**src/rtl/core/pte_pkg.sv**
```systemverilog
`timescale 1ns / 1ps
`default_nettype none

package pte_pkg;

    // Result kinds
    localparam logic [2:0] EV_KEY   = 3'd0;
    localparam logic [2:0] EV_VALUE = 3'd1;
    localparam logic [2:0] EV_DROP  = 3'd2;
    localparam logic [2:0] EV_HDR   = 3'd3;
    localparam logic [2:0] EV_TRUNC = 3'd4;
    localparam logic [2:0] EV_IEND  = 3'd5;

    // Chunk type codes, big-endian ASCII
    localparam logic [31:0] TYPE_IEND = 32'h49454E44;
    localparam logic [31:0] TYPE_TEXT = 32'h74455874;

    // Bytes of CRC trailing every chunk payload
    localparam logic [32:0] PTE_CRC_BYTES = 33'd4;

    // Default depth of the queue between parser and output stage
    localparam int PTE_QUEUE_DEPTH = 4;

    // Everything one input byte produces: one or two results
    typedef struct packed {
        logic [2:0] kind0;
        logic [7:0] byte0;
        logic       end0;
        logic       two;
        logic [2:0] kind1;
    } t_evt_rec;

    // Expected PNG signature byte at a given position
    function automatic logic [7:0] sig_byte(input logic [2:0] idx);
        logic [7:0] v;
        unique case (idx)
            3'd0: v = 8'd137;
            3'd1: v = 8'd80;
            3'd2: v = 8'd78;
            3'd3: v = 8'd71;
            3'd4: v = 8'd13;
            3'd5: v = 8'd10;
            3'd6: v = 8'd26;
            3'd7: v = 8'd10;
            default: v = 8'd0;
        endcase
        return v;
    endfunction

endpackage

`default_nettype wire

```
**src/rtl/core/pte_front.sv**
```systemverilog
`timescale 1ns / 1ps
`default_nettype none

module pte_front
    import pte_pkg::*;
(
    input  wire logic       i_clk,
    input  wire logic       i_rst_n,
    input  wire logic       i_accept,
    input  wire logic [7:0] i_stream_byte,
    input  wire logic       i_first_byte,
    input  wire logic       i_final_byte,
    output logic            o_push,
    output t_evt_rec        o_rec
);

    // Parser phases
    localparam logic [2:0] PH_SIG   = 3'd0;
    localparam logic [2:0] PH_LEN   = 3'd1;
    localparam logic [2:0] PH_TYPE  = 3'd2;
    localparam logic [2:0] PH_KEY   = 3'd3;
    localparam logic [2:0] PH_VALUE = 3'd4;
    localparam logic [2:0] PH_SKIP  = 3'd5;
    localparam logic [2:0] PH_IDLE  = 3'd6;

    logic [2:0]  r_phase, n_phase, cur_phase;
    logic [2:0]  r_sig_idx, n_sig_idx, cur_sig_idx;
    logic [1:0]  r_fcnt, n_fcnt, cur_fcnt;
    logic [31:0] r_len, n_len, cur_len;
    logic [32:0] r_rem, n_rem, cur_rem;
    logic [31:0] r_type, n_type, cur_type;
    logic        r_sig_bad, n_sig_bad, cur_sig_bad;

    logic        main_ev;
    logic [2:0]  main_kind;
    logic [7:0]  main_byte;
    logic        main_end;
    logic        final_ev;
    logic [2:0]  final_kind;
    logic [32:0] rem_dec;
    logic        rem_le_limit;
    logic        rem_le_one;

    // Restart from reset values on the first byte of a file
    always_comb begin
        cur_phase   = i_first_byte ? PH_SIG : r_phase;
        cur_sig_idx = i_first_byte ? 3'd0   : r_sig_idx;
        cur_fcnt    = i_first_byte ? 2'd0   : r_fcnt;
        cur_len     = i_first_byte ? 32'd0  : r_len;
        cur_rem     = i_first_byte ? 33'd0  : r_rem;
        cur_type    = i_first_byte ? 32'd0  : r_type;
        cur_sig_bad = i_first_byte ? 1'b0   : r_sig_bad;
    end

    // Saturating countdown; compare the old count so the compare runs beside the subtract
    assign rem_dec      = cur_rem - {32'd0, (cur_rem != 33'd0)};
    assign rem_le_limit = (cur_rem <= (PTE_CRC_BYTES + 33'd1));
    assign rem_le_one   = (cur_rem <= 33'd1);

    // Classify the byte and advance the parser
    always_comb begin
        n_phase    = cur_phase;
        n_sig_idx  = cur_sig_idx;
        n_fcnt     = cur_fcnt;
        n_len      = cur_len;
        n_rem      = cur_rem;
        n_type     = cur_type;
        n_sig_bad  = cur_sig_bad;
        main_ev    = 1'b0;
        main_kind  = EV_KEY;
        main_byte  = 8'd0;
        main_end   = 1'b0;
        final_ev   = 1'b0;
        final_kind = EV_TRUNC;

        unique case (cur_phase)
            PH_SIG: begin
                if (i_stream_byte != sig_byte(cur_sig_idx)) begin
                    n_sig_bad = 1'b1;
                end
                if (cur_sig_idx == 3'd7) begin
                    if (n_sig_bad) begin
                        main_ev   = 1'b1;
                        main_kind = EV_HDR;
                        n_phase   = PH_IDLE;
                    end else begin
                        n_phase = PH_LEN;
                        n_fcnt  = 2'd0;
                        n_len   = 32'd0;
                    end
                    n_sig_idx = 3'd0;
                end else begin
                    n_sig_idx = cur_sig_idx + 3'd1;
                end
            end
            PH_LEN: begin
                n_len = {cur_len[23:0], i_stream_byte};
                if (cur_fcnt == 2'd3) begin
                    n_fcnt  = 2'd0;
                    n_type  = 32'd0;
                    n_phase = PH_TYPE;
                end else begin
                    n_fcnt = cur_fcnt + 2'd1;
                end
            end
            PH_TYPE: begin
                n_type = {cur_type[23:0], i_stream_byte};
                if (cur_fcnt == 2'd3) begin
                    n_fcnt = 2'd0;
                    n_rem  = {1'b0, cur_len} + PTE_CRC_BYTES;
                    if (n_type == TYPE_IEND) begin
                        main_ev   = 1'b1;
                        main_kind = EV_IEND;
                        n_phase   = PH_IDLE;
                    end else if (n_type == TYPE_TEXT && cur_len != 32'd0) begin
                        n_phase = PH_KEY;
                    end else begin
                        n_phase = PH_SKIP;
                    end
                end else begin
                    n_fcnt = cur_fcnt + 2'd1;
                end
            end
            PH_KEY: begin
                n_rem = rem_dec;
                if (rem_le_limit) begin
                    // key ran into the chunk end without a NUL, or the value is empty
                    main_ev   = 1'b1;
                    main_kind = EV_DROP;
                    n_phase   = PH_SKIP;
                end else if (i_stream_byte == 8'd0) begin
                    n_phase = PH_VALUE;
                end else begin
                    main_ev   = 1'b1;
                    main_kind = EV_KEY;
                    main_byte = i_stream_byte;
                end
            end
            PH_VALUE: begin
                n_rem     = rem_dec;
                main_ev   = 1'b1;
                main_kind = EV_VALUE;
                main_byte = i_stream_byte;
                main_end  = rem_le_limit;
                if (rem_le_limit) begin
                    n_phase = PH_SKIP;
                end
            end
            PH_SKIP: begin
                n_rem = rem_dec;
                if (rem_le_one) begin
                    n_phase = PH_LEN;
                    n_fcnt  = 2'd0;
                    n_len   = 32'd0;
                end
            end
            default: begin
            end
        endcase

        // End of stream before IEND or an error
        if (i_final_byte && n_phase != PH_IDLE) begin
            final_ev   = 1'b1;
            final_kind = (n_phase == PH_SIG && n_sig_bad) ? EV_HDR : EV_TRUNC;
            n_phase    = PH_IDLE;
        end
    end

    // Pack the byte's results into one queue entry
    always_comb begin
        o_rec.kind1 = final_kind;
        if (main_ev) begin
            o_rec.kind0 = main_kind;
            o_rec.byte0 = main_byte;
            o_rec.end0  = main_end;
            o_rec.two   = final_ev;
        end else begin
            o_rec.kind0 = final_kind;
            o_rec.byte0 = 8'd0;
            o_rec.end0  = 1'b0;
            o_rec.two   = 1'b0;
        end
    end

    assign o_push = i_accept && (main_ev || final_ev);

    // Hold parser state between transactions
    always_ff @(posedge i_clk) begin
        if (!i_rst_n) begin
            r_phase   <= PH_SIG;
            r_sig_idx <= 3'd0;
            r_fcnt    <= 2'd0;
            r_len     <= 32'd0;
            r_rem     <= 33'd0;
            r_type    <= 32'd0;
            r_sig_bad <= 1'b0;
        end else if (i_accept) begin
            r_phase   <= n_phase;
            r_sig_idx <= n_sig_idx;
            r_fcnt    <= n_fcnt;
            r_len     <= n_len;
            r_rem     <= n_rem;
            r_type    <= n_type;
            r_sig_bad <= n_sig_bad;
        end
    end

endmodule

`default_nettype wire

```
**src/rtl/core/pte_queue.sv**
```systemverilog
`timescale 1ns / 1ps
`default_nettype none

module pte_queue
    import pte_pkg::*;
#(
    parameter int DEPTH = PTE_QUEUE_DEPTH
) (
    input  wire logic     i_clk,
    input  wire logic     i_rst_n,
    input  wire logic     i_push,
    input  wire t_evt_rec i_rec,
    input  wire logic     i_pop,
    output logic          o_full,
    output logic          o_empty,
    output t_evt_rec      o_rec
);

    localparam int AW = (DEPTH > 1) ? $clog2(DEPTH) : 1;
    localparam int CW = $clog2(DEPTH + 1);
    localparam logic [AW-1:0] LAST = AW'(DEPTH - 1);
    localparam logic [CW-1:0] FULL = CW'(DEPTH);

    t_evt_rec      r_mem [DEPTH];
    logic [AW-1:0] r_wptr;
    logic [AW-1:0] r_rptr;
    logic [CW-1:0] r_count;

    assign o_full  = (r_count == FULL);
    assign o_empty = (r_count == '0);
    assign o_rec   = r_mem[r_rptr];

    // Store entries
    always_ff @(posedge i_clk) begin
        if (i_push) begin
            r_mem[r_wptr] <= i_rec;
        end
    end

    // Advance pointers and occupancy
    always_ff @(posedge i_clk) begin
        if (!i_rst_n) begin
            r_wptr  <= '0;
            r_rptr  <= '0;
            r_count <= '0;
        end else begin
            if (i_push) begin
                r_wptr <= (r_wptr == LAST) ? '0 : r_wptr + AW'(1);
            end
            if (i_pop) begin
                r_rptr <= (r_rptr == LAST) ? '0 : r_rptr + AW'(1);
            end
            if (i_push && !i_pop) begin
                r_count <= r_count + CW'(1);
            end else if (!i_push && i_pop) begin
                r_count <= r_count - CW'(1);
            end
        end
    end

`ifndef SYNTHESIS
    a_no_push_full: assert property (@(posedge i_clk) disable iff (!i_rst_n)
        !(i_push && o_full))
        else $error("queue written while full");
    a_no_pop_empty: assert property (@(posedge i_clk) disable iff (!i_rst_n)
        !(i_pop && o_empty))
        else $error("queue read while empty");
    a_count_track: assert property (@(posedge i_clk) disable iff (!i_rst_n)
        (i_push && !i_pop) |=> (r_count == $past(r_count) + CW'(1)))
        else $error("queue occupancy did not follow a write");
`endif

endmodule

`default_nettype wire

```
**src/rtl/core/pte_back.sv**
```systemverilog
`timescale 1ns / 1ps
`default_nettype none

module pte_back
    import pte_pkg::*;
(
    input  wire logic       i_clk,
    input  wire logic       i_rst_n,
    input  wire logic       i_empty,
    input  wire t_evt_rec   i_rec,
    output logic            o_pop,
    output logic            o_valid,
    input  wire logic       i_ready,
    output logic [2:0]      o_event_kind,
    output logic [7:0]      o_payload_byte,
    output logic            o_entry_end,
    output logic            o_run_end
);

    logic       r_valid;
    logic [2:0] r_kind;
    logic [7:0] r_byte;
    logic       r_eend;
    logic       r_rend;
    logic       r_second;
    logic [2:0] r_kind1;
    logic       slot_free;

    assign slot_free = !r_valid || i_ready;
    assign o_pop     = slot_free && !r_second && !i_empty;

    // Control: output valid and pending second result
    always_ff @(posedge i_clk) begin
        if (!i_rst_n) begin
            r_valid  <= 1'b0;
            r_second <= 1'b0;
        end else if (slot_free) begin
            if (r_second) begin
                r_valid  <= 1'b1;
                r_second <= 1'b0;
            end else if (!i_empty) begin
                r_valid  <= 1'b1;
                r_second <= i_rec.two;
            end else begin
                r_valid <= 1'b0;
            end
        end
    end

    // Payload: load the next result when the output slot frees
    always_ff @(posedge i_clk) begin
        if (slot_free) begin
            if (r_second) begin
                r_kind <= r_kind1;
                r_byte <= 8'd0;
                r_eend <= 1'b0;
                r_rend <= 1'b1;
            end else if (!i_empty) begin
                r_kind  <= i_rec.kind0;
                r_byte  <= i_rec.byte0;
                r_eend  <= i_rec.end0;
                r_rend  <= !i_rec.two;
                r_kind1 <= i_rec.kind1;
            end
        end
    end

    assign o_valid        = r_valid;
    assign o_event_kind   = r_kind;
    assign o_payload_byte = r_byte;
    assign o_entry_end    = r_eend;
    assign o_run_end      = r_rend;

`ifndef SYNTHESIS
    a_second_behind_first: assert property (@(posedge i_clk) disable iff (!i_rst_n)
        r_second |-> (r_valid && !r_rend))
        else $error("second result pending without a first one on show");
    a_second_is_terminal: assert property (@(posedge i_clk) disable iff (!i_rst_n)
        (r_second && i_ready) |=> (r_valid && r_rend
            && (r_kind == EV_HDR || r_kind == EV_TRUNC)))
        else $error("second result is not a closing error");
`endif

endmodule

`default_nettype wire

```
**src/rtl/core/png_text_chunk_extractor.sv**
```systemverilog
// PNG tEXt extractor: feed the file one byte per transaction (first_byte restarts the
// parser); results come out as key bytes, value bytes (entry_end on the last one),
// dropped-entry, header-error, truncated and IEND events, with run_end on the last
// result of each input byte. The block takes one byte per cycle while its queue is not
// full: the parser decides a byte's results combinationally and writes them as one
// entry into a small queue, from which the output register shows one result per cycle
// while i_ready is high, so a byte with two results (only a final byte can cause two)
// holds the output for both while the queue soaks it up. Key bytes of a dropped entry
// have already gone out and must be discarded downstream; CRCs are skipped unchecked.
`timescale 1ns / 1ps
`default_nettype none

module png_text_chunk_extractor
    import pte_pkg::*;
#(
    parameter int QUEUE_DEPTH = PTE_QUEUE_DEPTH
) (
    input  wire logic       i_clk,
    input  wire logic       i_rst_n,
    input  wire logic       i_valid,
    output logic            o_ready,
    input  wire logic [7:0] i_stream_byte,
    input  wire logic       i_first_byte,
    input  wire logic       i_final_byte,
    output logic            o_valid,
    input  wire logic       i_ready,
    output logic [2:0]      o_event_kind,
    output logic [7:0]      o_payload_byte,
    output logic            o_entry_end,
    output logic            o_run_end
);

    logic     accept;
    logic     push;
    logic     pop;
    logic     q_full;
    logic     q_empty;
    t_evt_rec push_rec;
    t_evt_rec head_rec;

    assign o_ready = !q_full;
    assign accept  = i_valid && o_ready;

    pte_front u_front (
        .i_clk         (i_clk),
        .i_rst_n       (i_rst_n),
        .i_accept      (accept),
        .i_stream_byte (i_stream_byte),
        .i_first_byte  (i_first_byte),
        .i_final_byte  (i_final_byte),
        .o_push        (push),
        .o_rec         (push_rec)
    );

    pte_queue #(
        .DEPTH (QUEUE_DEPTH)
    ) u_queue (
        .i_clk   (i_clk),
        .i_rst_n (i_rst_n),
        .i_push  (push),
        .i_rec   (push_rec),
        .i_pop   (pop),
        .o_full  (q_full),
        .o_empty (q_empty),
        .o_rec   (head_rec)
    );

    pte_back u_back (
        .i_clk          (i_clk),
        .i_rst_n        (i_rst_n),
        .i_empty        (q_empty),
        .i_rec          (head_rec),
        .o_pop          (pop),
        .o_valid        (o_valid),
        .i_ready        (i_ready),
        .o_event_kind   (o_event_kind),
        .o_payload_byte (o_payload_byte),
        .o_entry_end    (o_entry_end),
        .o_run_end      (o_run_end)
    );

endmodule

`default_nettype wire
```
**config.mk**
```make
export PLATFORM = sky130hd
export DESIGN_NAME = png_text_chunk_extractor
export DESIGN_NICKNAME = d
export VERILOG_FILES = /design/src/rtl/core/pte_pkg.sv /design/src/rtl/core/pte_front.sv /design/src/rtl/core/pte_queue.sv /design/src/rtl/core/pte_back.sv /design/src/rtl/core/png_text_chunk_extractor.sv
export SDC_FILE = /design/constraint.sdc
export NUM_CORES = 1
export LEC_CHECK = 0
export BUFFER_PORTS_ARGS = -buffer_cell sky130_fd_sc_hd__buf_4
export CORE_AREA = 5 5 206 208
export CTS_BUF_LIST = sky130_fd_sc_hd__clkbuf_4 sky130_fd_sc_hd__clkbuf_8
export DETAILED_ROUTE_END_ITERATION = 10
export DIE_AREA = 0 0 211 213
export HOLD_SLACK_MARGIN = 0.03
export PLACE_DENSITY = 0.48
export SYNTH_ARGS = -nofsm -noshare
export SYNTH_HDL_FRONTEND = slang
export SYNTH_SLANG_ARGS = --single-unit
```
**constraint.sdc**
```tcl
create_clock -name i_clk -period 6.9 [get_ports i_clk]
set_input_delay 0.69 -clock i_clk [delete_from_list [all_inputs] [get_ports i_clk]]
set_output_delay 0.69 -clock i_clk [all_outputs]
set_load 0.02 [all_outputs]
```
==> metrics.md, run 1 <==
| Metric | Value |
|---|---|
| Synthesized instance count | `slightly above 1,000` |
| Max-cap viol count | `0` |
| Asr flop ratio synth | `0%` |
| Grt ovf | `0` |
| Via-to-Cell Ratio | `about 5.1` |
| CTS Root Cell | `clkbuf_8` |
| Clock Pin Slew Worst Setup and Hold Paths | `between 0.1 and 0.15 ns` |
| Clock buffer depth | `2` |
| Power Dens Cells | `roughly 270 nW/um2` |
| Worst setup EP type | `flip-flop` |
| Initial antenna violation count | `0` |
| Layout Nets | `1,048` |
| Final min period | `4.36 ns` |
| Psw | `~1.0 mW` |
| Rows | `74` |
| Worst slew pin tran | `approximately 1.0 ns` |
| Max H-tree Level | `4` |
| Clk_skew | `0.0216 ns` |
| Crit path DAT | `~4.8 ns` |
| Final GP Congestion | `0.843` |
| Final core occ | `between 20% and 30%` |
| Starting Density | `around a quarter` |
| Buffers on Ports | `28` |
| Antenna diodes | `0` |
| Critical path type | `flip-flop to flip-flop` |
| Synth top area cells | `edfxtp_1 (23%), dfxtp_1 (22%), nor2b_1 (4.8%)` |
| Number of synthesized register bits | `around 180` |
| First-pass GRT wire length | `between 40,000 and 50,000 um` |
| Die Ht | `213 um` |
| TritonRoute pass-1 iters | `5` |
| Post-CTS setup buffer count | `0` |
| RSZ-0062 raised after global routing | `no` |
| Post-Synthesis Cell Area | `9910 um2` |
| Syn nets | `around 1,100` |
| Crit Path Max Fanout | `7` |
| TritonCTS buffer count | `17` |
| Status | `completed` |
| CTS tree | `done` |
| Most used DFF post-synth | `dfxtp_1` |
| Gr usage total | `12.3%` |
| Hold Path Class | `flip-flop to flip-flop` |
| Yosys top cell area share | `between 20% and 30%` |
| Maximum vdd ir drop | `0.000137 V` |
| Syn_area_per_cell | `between 9 and 10 um2` |
| Worst-skew pair later-pin latency | `0.48 ns` |
| Starting DRT DRC Count | `726` |
| Reg area | `4430 um2` |
| DRT antenna net count | `0` |
| Die width | `211 um` |
| DP HPWL | `18,900 um` |
| Ys Warns | `0` |
| # hold bufs at CTS | `0` |
| Total leakage power | `approximately 3.6 nW` |
| Total vias in the final route | `7,897` |
| Fraction of layout cells with a size suffix above 1 | `11.2%` |
| Most frequent cell after synthesis | `dfxtp_1` |
| Clk sink count | `184` |
| Vias in the first global route | `~7,600` |
| Die area | `44,900 um2` |
| Layout filler cell count | `4,343` |
| WL/cell | `17.8 um` |
| Rel. slew slack | `29.9%` |
| Seq pwr share | `between 40 and 50%` |
| Peak Freq | `0.229 GHz` |
| Multi-input gate area | `5090 um2` |
| Layout area overhead | `11.0%` |
| Final wirelength | `27,800 um` |
| Clk pwr share | `25.4%` |
| Fin. Hold Viols | `0` |
| Max Slew Vio Count | `0` |
| CTS resizes | `0` |
| Register area share after synthesis | `44.8%` |
| Setup TNS | `0 ns` |
| Largest net degree at the start of global routing | `78` |
| Post-synth EDFFs | `75` |
| Switch share | `between 30% and 40%` |
| Residual DRC | `0` |
| P_int | `about 1.9 mW` |
| Synth unique cells | `79` |
| Startpoint Class | `flip-flop` |
| Power share of the combinational group | `about a quarter` |
| Tcrit/Tclk final | `63.2%` |
| Final setup violating endpoints | `0` |
| IO Count | `29` |
| Critical path required time | `between 7 and 8 ns` |
| Most common library cells after synthesis | `dfxtp_1 (109), nand2_1 (79), nor2b_1 (76)` |
| Yosys top cell by area | `edfxtp_1` |
| Core box area | `40,400 um2` |
area by class of cell:
| class | instances | share of cell area (%) |
|---|---|---|
| timing repair buffer | 42 | 2.87 |
| inverter | 22 | 0.751 |
| tap | 532 | 6.05 |
| clock buffer | 17 | 2.13 |
| multi-input combinational | 749 | 46.3 |
| clock inverter | 15 | 1.58 |
| sequential | 184 | 40.3 |
through the flow:
| step | cell area (um2) | cells | worst slack, ns | power [mW] | hold slack (ns) |
|---|---|---|---|---|---|
| finish | 11000 | 1561 | 2.54 | 2.92 | 0.473 |
| global route | 11000 | 1561 | 2.23 | 3.09 | 0.516 |
| CTS | 11000 | 1561 | 2.55 | 2.96 | 0.478 |
| detailed placement | 10600 | 1529 | 2.07 | 2.22 | 0.458 |
| global placement | 10600 | 1529 | 2.17 | 2.21 | 0.445 |
| floorplan | 9910 | 1028 | 1.89 | 1.96 | 0.415 |
registers in the layout (all words and copies together) (netlist names), 8 cells and up, named ones only:
register and flops:
u_front.r_rem 33, u_queue.r_mem 60, u_front.r_type 24, u_front.r_len 32, u_back.o_payload_byte 8
logic make-up (layout without fill, tap and decap cells):
logic type	count (synthesis)	count (layout)	share of synthesized area, %
AND/OR/NAND/NOR	393	393	21.9
AO/OA/AOI/OAI	285	285	20.3
flip-flops	184	184	44.8
buffers and inverters	95	96	3.87
XOR/XNOR	31	31	2.74
multiplexers	22	22	4.13
adder cells (fa/ha/maj)	18	18	2.35
critical path, stage by stage, from the launching register on:
cell	delay [ns]
dfxtp_1	0.42
nor3_2	0.38
nand4_1	0.22
or4b_1	0.54
o21a_2	0.30
and3b_1	0.19
o31ai_1	0.47
a21oi_1	0.19
a21oi_4	0.28
ha_1	0.22
inv_1	0.06
fa_1	0.37
xor2_1	0.16
or3_1	0.31
a21boi_0	0.17
power by group through the flow:
stage	Sequential, mW	Combinational [mW]	Clock [mW]
after floorplan	1.42	0.539	0
after global routing	1.42	0.861	0.813
after global placement	1.43	0.784	0
after CTS	1.40	0.790	0.771
final	1.40	0.781	0.744
after detailed placement	1.43	0.787	0
final timing paths:
check | to | cells past startpoint | from | slack [ns]
max | u_queue.r_count[2] | 14 | u_front.r_rem[7] | 2.54
min | u_front.r_fcnt[0] | 1 | u_front.r_fcnt[0] | 0.47
min reg2reg | u_front.r_fcnt[0] | 1 | u_front.r_fcnt[0] | 0.47
max reg2reg | u_queue.r_count[2] | 14 | u_front.r_rem[7] | 2.54
placed cells by master (no fill, tap or decap), types with 8 or more instances in the layout:
| cell | instances |
|---|---|
| inv_1 | 22 |
| nor3_1 | 25 |
| nor2b_1 | 76 |
| nand3_1 | 24 |
| nor4_1 | 15 |
| nand2_1 | 79 |
| xnor2_1 | 17 |
| and3_1 | 9 |
| a21boi_0 | 11 |
| xor2_1 | 14 |
| o211a_1 | 8 |
| o21ai_0 | 56 |
| mux4_2 | 15 |
| dfxtp_1 | 109 |
| o22ai_1 | 17 |
| clkbuf_8 | 17 |
| a22o_1 | 19 |
| nor2_1 | 67 |
| o21a_1 | 8 |
| buf_4 | 42 |
| nand4_1 | 14 |
| and2_1 | 21 |
| o211ai_1 | 11 |
| a31oi_1 | 10 |
| edfxtp_1 | 75 |
| nor4b_1 | 9 |
| ha_1 | 17 |
| a21oi_1 | 46 |
| a22oi_1 | 50 |
| nand2b_1 | 12 |
routing by layer:
layer	vias up	global-route usage, %	share of wire [%]
li1	3807	-	-
met1	3882	17.0	47
met2	180	19.9	47
met3	28	2.01	4.1
met4	0	3.71	2.2
met5	-	0	0
Power figures use the tool's default switching activity.
==> run 2, diff against run 1 <==
--- a/config.mk
+++ b/config.mk
@@ -11,7 +11,7 @@
 export DETAILED_ROUTE_END_ITERATION = 10
 export DIE_AREA = 0 0 211 213
 export HOLD_SLACK_MARGIN = 0.03
-export PLACE_DENSITY = 0.48
+export PLACE_DENSITY = 0.5
 export SYNTH_ARGS = -nofsm -noshare
 export SYNTH_HDL_FRONTEND = slang
 export SYNTH_SLANG_ARGS = --single-unit
==> constraint.sdc (replaced) <==
create_clock -name i_clk -period 4 [get_ports i_clk]
set_input_delay 0.4 -clock i_clk [delete_from_list [all_inputs] [get_ports i_clk]]
set_output_delay 0.4 -clock i_clk [all_outputs]
set_load 0.02 [all_outputs]
==> metrics.md, run 2 (synthesis results as in run 1) <==
| Metric | Value |
|---|---|
| Status | `completed (unchanged)` |
| Clk_skew | `0.0237 ns (was 0.0216 ns)` |
| RSZ-0062 raised after global routing | `no (unchanged)` |
| Vias in the first global route | `7,611 (was 7,561)` |
| Max-cap viol count | `0 (unchanged)` |
| Largest net degree at the start of global routing | `58 (was 78)` |
| DP HPWL | `19,700 um (was 18,900 um)` |
| Die Ht | `213 um (unchanged)` |
| Die width | `211 um (unchanged)` |
| Gr usage total | `12.5% (was 12.3%)` |
| Post-CTS setup buffer count | `0 (unchanged)` |
| Startpoint Class | `flip-flop (unchanged)` |
| Top Family by Delay on Critical Path | `simple AND/OR/NAND/NOR gates (unchanged)` |
| Final worst setup slack | `0.160 ns (was 2.54 ns)` |
| Largest registers | `u_queue.r_mem: 60 flops, u_front.r_rem: 33 flops, u_front.r_len: 32 flops (unchanged)` |
| Most common cell after layout, fill and taps aside | `dfxtp_1 (unchanged)` |
| Max Slew Vio Count | `0 (unchanged)` |
| RR Startpoint | `u_front.r_rem[11] (was u_front.r_rem[7])` |
| Layout area overhead | `14.9% (was 11.0%)` |
| Layout filler cell count | `4,261 (was 4,343)` |
| Final setup violating endpoints | `0 (unchanged)` |
| Final instance count without filler cells | `1,604 (was 1,561)` |
| Largest register FFs | `60 (unchanged)` |
| Rel. slew slack | `30.0% (was 29.9%)` |
| Crit path max-delay cell type | `or4b_1 (unchanged)` |
| Rows | `74 (unchanged)` |
| Starting DRT DRC Count | `622 (was 726)` |
| First-pass GRT wire length | `44,700 um (was 43,900 um)` |
| Setup TNS | `0 ns (unchanged)` |
| Worst slew pin tran | `1.05 ns (about the same)` |
| Maximum vdd ir drop | `0.000263 V (was 0.000137 V)` |
| CP Depth | `14 (unchanged)` |
| Reg area | `4430 um2 (unchanged)` |
| Most frequent cells in the layout | `dfxtp_1 (109), buf_4 (85), nand2_1 (78), nor2b_1 (76), edfxtp_1 (75) (was dfxtp_1 (109), nand2_1 (79), nor2b_1 (76), edfxtp_1 (75), nor2_1 (67))` |
| Critical path type | `flip-flop to flip-flop (unchanged)` |
| CP Launch Point | `u_front.r_rem[11] (was u_front.r_rem[7])` |
| CP Buf/Inv Count | `1 (unchanged)` |
| Residual DRC | `0 (unchanged)` |
| Total leakage power | `3.84 nW (was 3.61 nW)` |
| Max H-tree Level | `4 (unchanged)` |
| Reg with most FFs | `u_queue.r_mem (unchanged)` |
| TritonCTS buffer count | `17 (unchanged)` |
| Via-to-Cell Ratio | `5.04 (was 5.06)` |
| Antenna diodes | `0 (unchanged)` |
| # hold bufs at CTS | `0 (unchanged)` |
| Crit path DAT | `4.25 ns (was 4.77 ns)` |
| Final min period | `3.84 ns (was 4.36 ns)` |
| Critical path required time | `4.41 ns (was 7.31 ns)` |
| Tcrit/Tclk final | `96.0% (was 63.2%)` |
| Reg2Reg Depth | `14 (unchanged)` |
| Total power | `5.15 mW (was 2.92 mW)` |
| Final GP Congestion | `0.865 (was 0.843)` |
| DRT antenna net count | `0 (unchanged)` |
| Worst Setup EP | `u_queue.r_count[2] (unchanged)` |
| WL/cell | `17.5 um (was 17.8 um)` |
| Clock buffer depth | `2 (unchanged)` |
| Multi-input gate area | `5160 um2 (was 5090 um2)` |
| Core box area | `40,400 um2 (unchanged)` |
| Starting Density | `24.5% (unchanged)` |
| CTS tree | `done (unchanged)` |
| IO Count | `29 (unchanged)` |
| TritonRoute pass-1 iters | `5 (unchanged)` |
| Worst-skew pair later-pin latency | `0.48 ns (about the same)` |
| Fraction of layout cells with a size suffix above 1 | `15.6% (was 11.2%)` |
| Crit Path Max Fanout | `6 (was 7)` |
| Clk sink count | `184 (unchanged)` |
| Initial antenna violation count | `0 (unchanged)` |
| CTS Root Cell | `clkbuf_8 (unchanged)` |
| Reg2Reg Setup Slack | `0.16 ns (was 2.54 ns)` |
| Die area | `44,900 um2 (unchanged)` |
| Grt ovf | `0 (unchanged)` |
| Critical path's largest stage delay | `0.56 ns (was 0.54 ns)` |
| Fin. Hold Viols | `0 (unchanged)` |
| Crit path cell chain | `nor3_2 > nand4_1 > or4b_1 > o21a_2 > and3b_1 > o31ai_1 > a21oi_1 > a21oi_4 > ha_2 > inv_1 > fa_1 > xor2_1 > or3_1 > a21boi_0 (was nor3_2 > nand4_1 > or4b_1 > o21a_2 > and3b_1 > o31ai_1 > a21oi_1 > a21oi_4 > ha_1 > inv_1 > fa_1 > xor2_1 > or3_1 > a21boi_0)` |
| Clock Pin Slew Worst Setup and Hold Paths | `0.12 ns (was 0.11 ns)` |
| Min-delay src | `i_stream_byte[1] (was u_front.r_fcnt[0])` |
| Reg2reg end | `u_queue.r_count[2] (unchanged)` |
| CTS resizes | `0 (unchanged)` |
| Layout Nets | `1,091 (was 1,048)` |
| Final wirelength | `28,100 um (was 27,800 um)` |
| Placed insts | `1,572 (was 1,529)` |
| Buffers on Ports | `28 (unchanged)` |
| Hold Path Class | `input pin to flip-flop (was flip-flop to flip-flop)` |
| Peak Freq | `0.260 GHz (was 0.229 GHz)` |
| Place WS | `0.0984 ns (was 2.07 ns)` |
| Worst setup EP type | `flip-flop (unchanged)` |
| Total vias in the final route | `8,084 (was 7,897)` |
| Power Dens Cells | `453 nW/um2 (was 266 nW/um2)` |
-- run 2: final cells by class --
| type | instances | area share, % |
|---|---|---|
| flip-flops and latches | 184 | 39.0 |
| clock buffers | 18 | 2.12 |
| clock inverters | 14 | 1.40 |
| inverters | 22 | 0.726 |
| repair buffers | 85 | 5.61 |
| multi-input cells | 749 | 45.3 |
| well taps | 532 | 5.85 |
-- run 2: worst reg2reg max path, stage by stage, from the launching register on --
cell	delay [ns]
dfxtp_1	0.39
nor3_2	0.26
nand4_1	0.25
or4b_1	0.56
o21a_2	0.24
and3b_1	0.16
o31ai_1	0.34
a21oi_1	0.16
a21oi_4	0.19
ha_2	0.20
inv_1	0.05
fa_1	0.37
xor2_1	0.15
or3_1	0.30
a21boi_0	0.16
-- run 2: worst min-delay path by stage --
stage / slack [ns] / endpoint / depth (start not counted)
6_report: 0.26 / u_front.r_len[1] / 3
5_1_grt: 0.24 / u_front.r_type[1] / 3
4_1_cts: 0.23 / u_front.r_type[1] / 3
3_5_place_dp: 0.45 / u_front.r_fcnt[0] / 1
3_3_place_gp: 0.43 / u_front.r_fcnt[0] / 1
2_1_floorplan: 0.41 / u_front.r_fcnt[0] / 1
-- run 2: stage by stage --
step	area [um2]	hold WS (ns)	util, %
2_1_floorplan	9980	0.415	-
5_1_grt	11400	0.243	28.2
3_3_place_gp	11000	0.429	27.1
3_5_place_dp	11000	0.446	27.1
6_report	11400	0.261	28.2
4_1_cts	11400	0.231	28.1
-- run 2: report_power, final --
part	switching [mW]	total [mW]	leakage (nW)	internal (mW)
Clock	0.769	1.30	0.198	0.529
Sequential	0.168	2.38	1.58	2.21
Combinational	0.841	1.47	2.06	0.630
-- run 2: per-layer routing --
layer | share of wire (%) | track usage (%)
met1 | 47 | 17.3
met2 | 47 | 20.1
met3 | 4.2 | 2.22
met4 | 2.1 | 3.73
met5 | 0 | 0
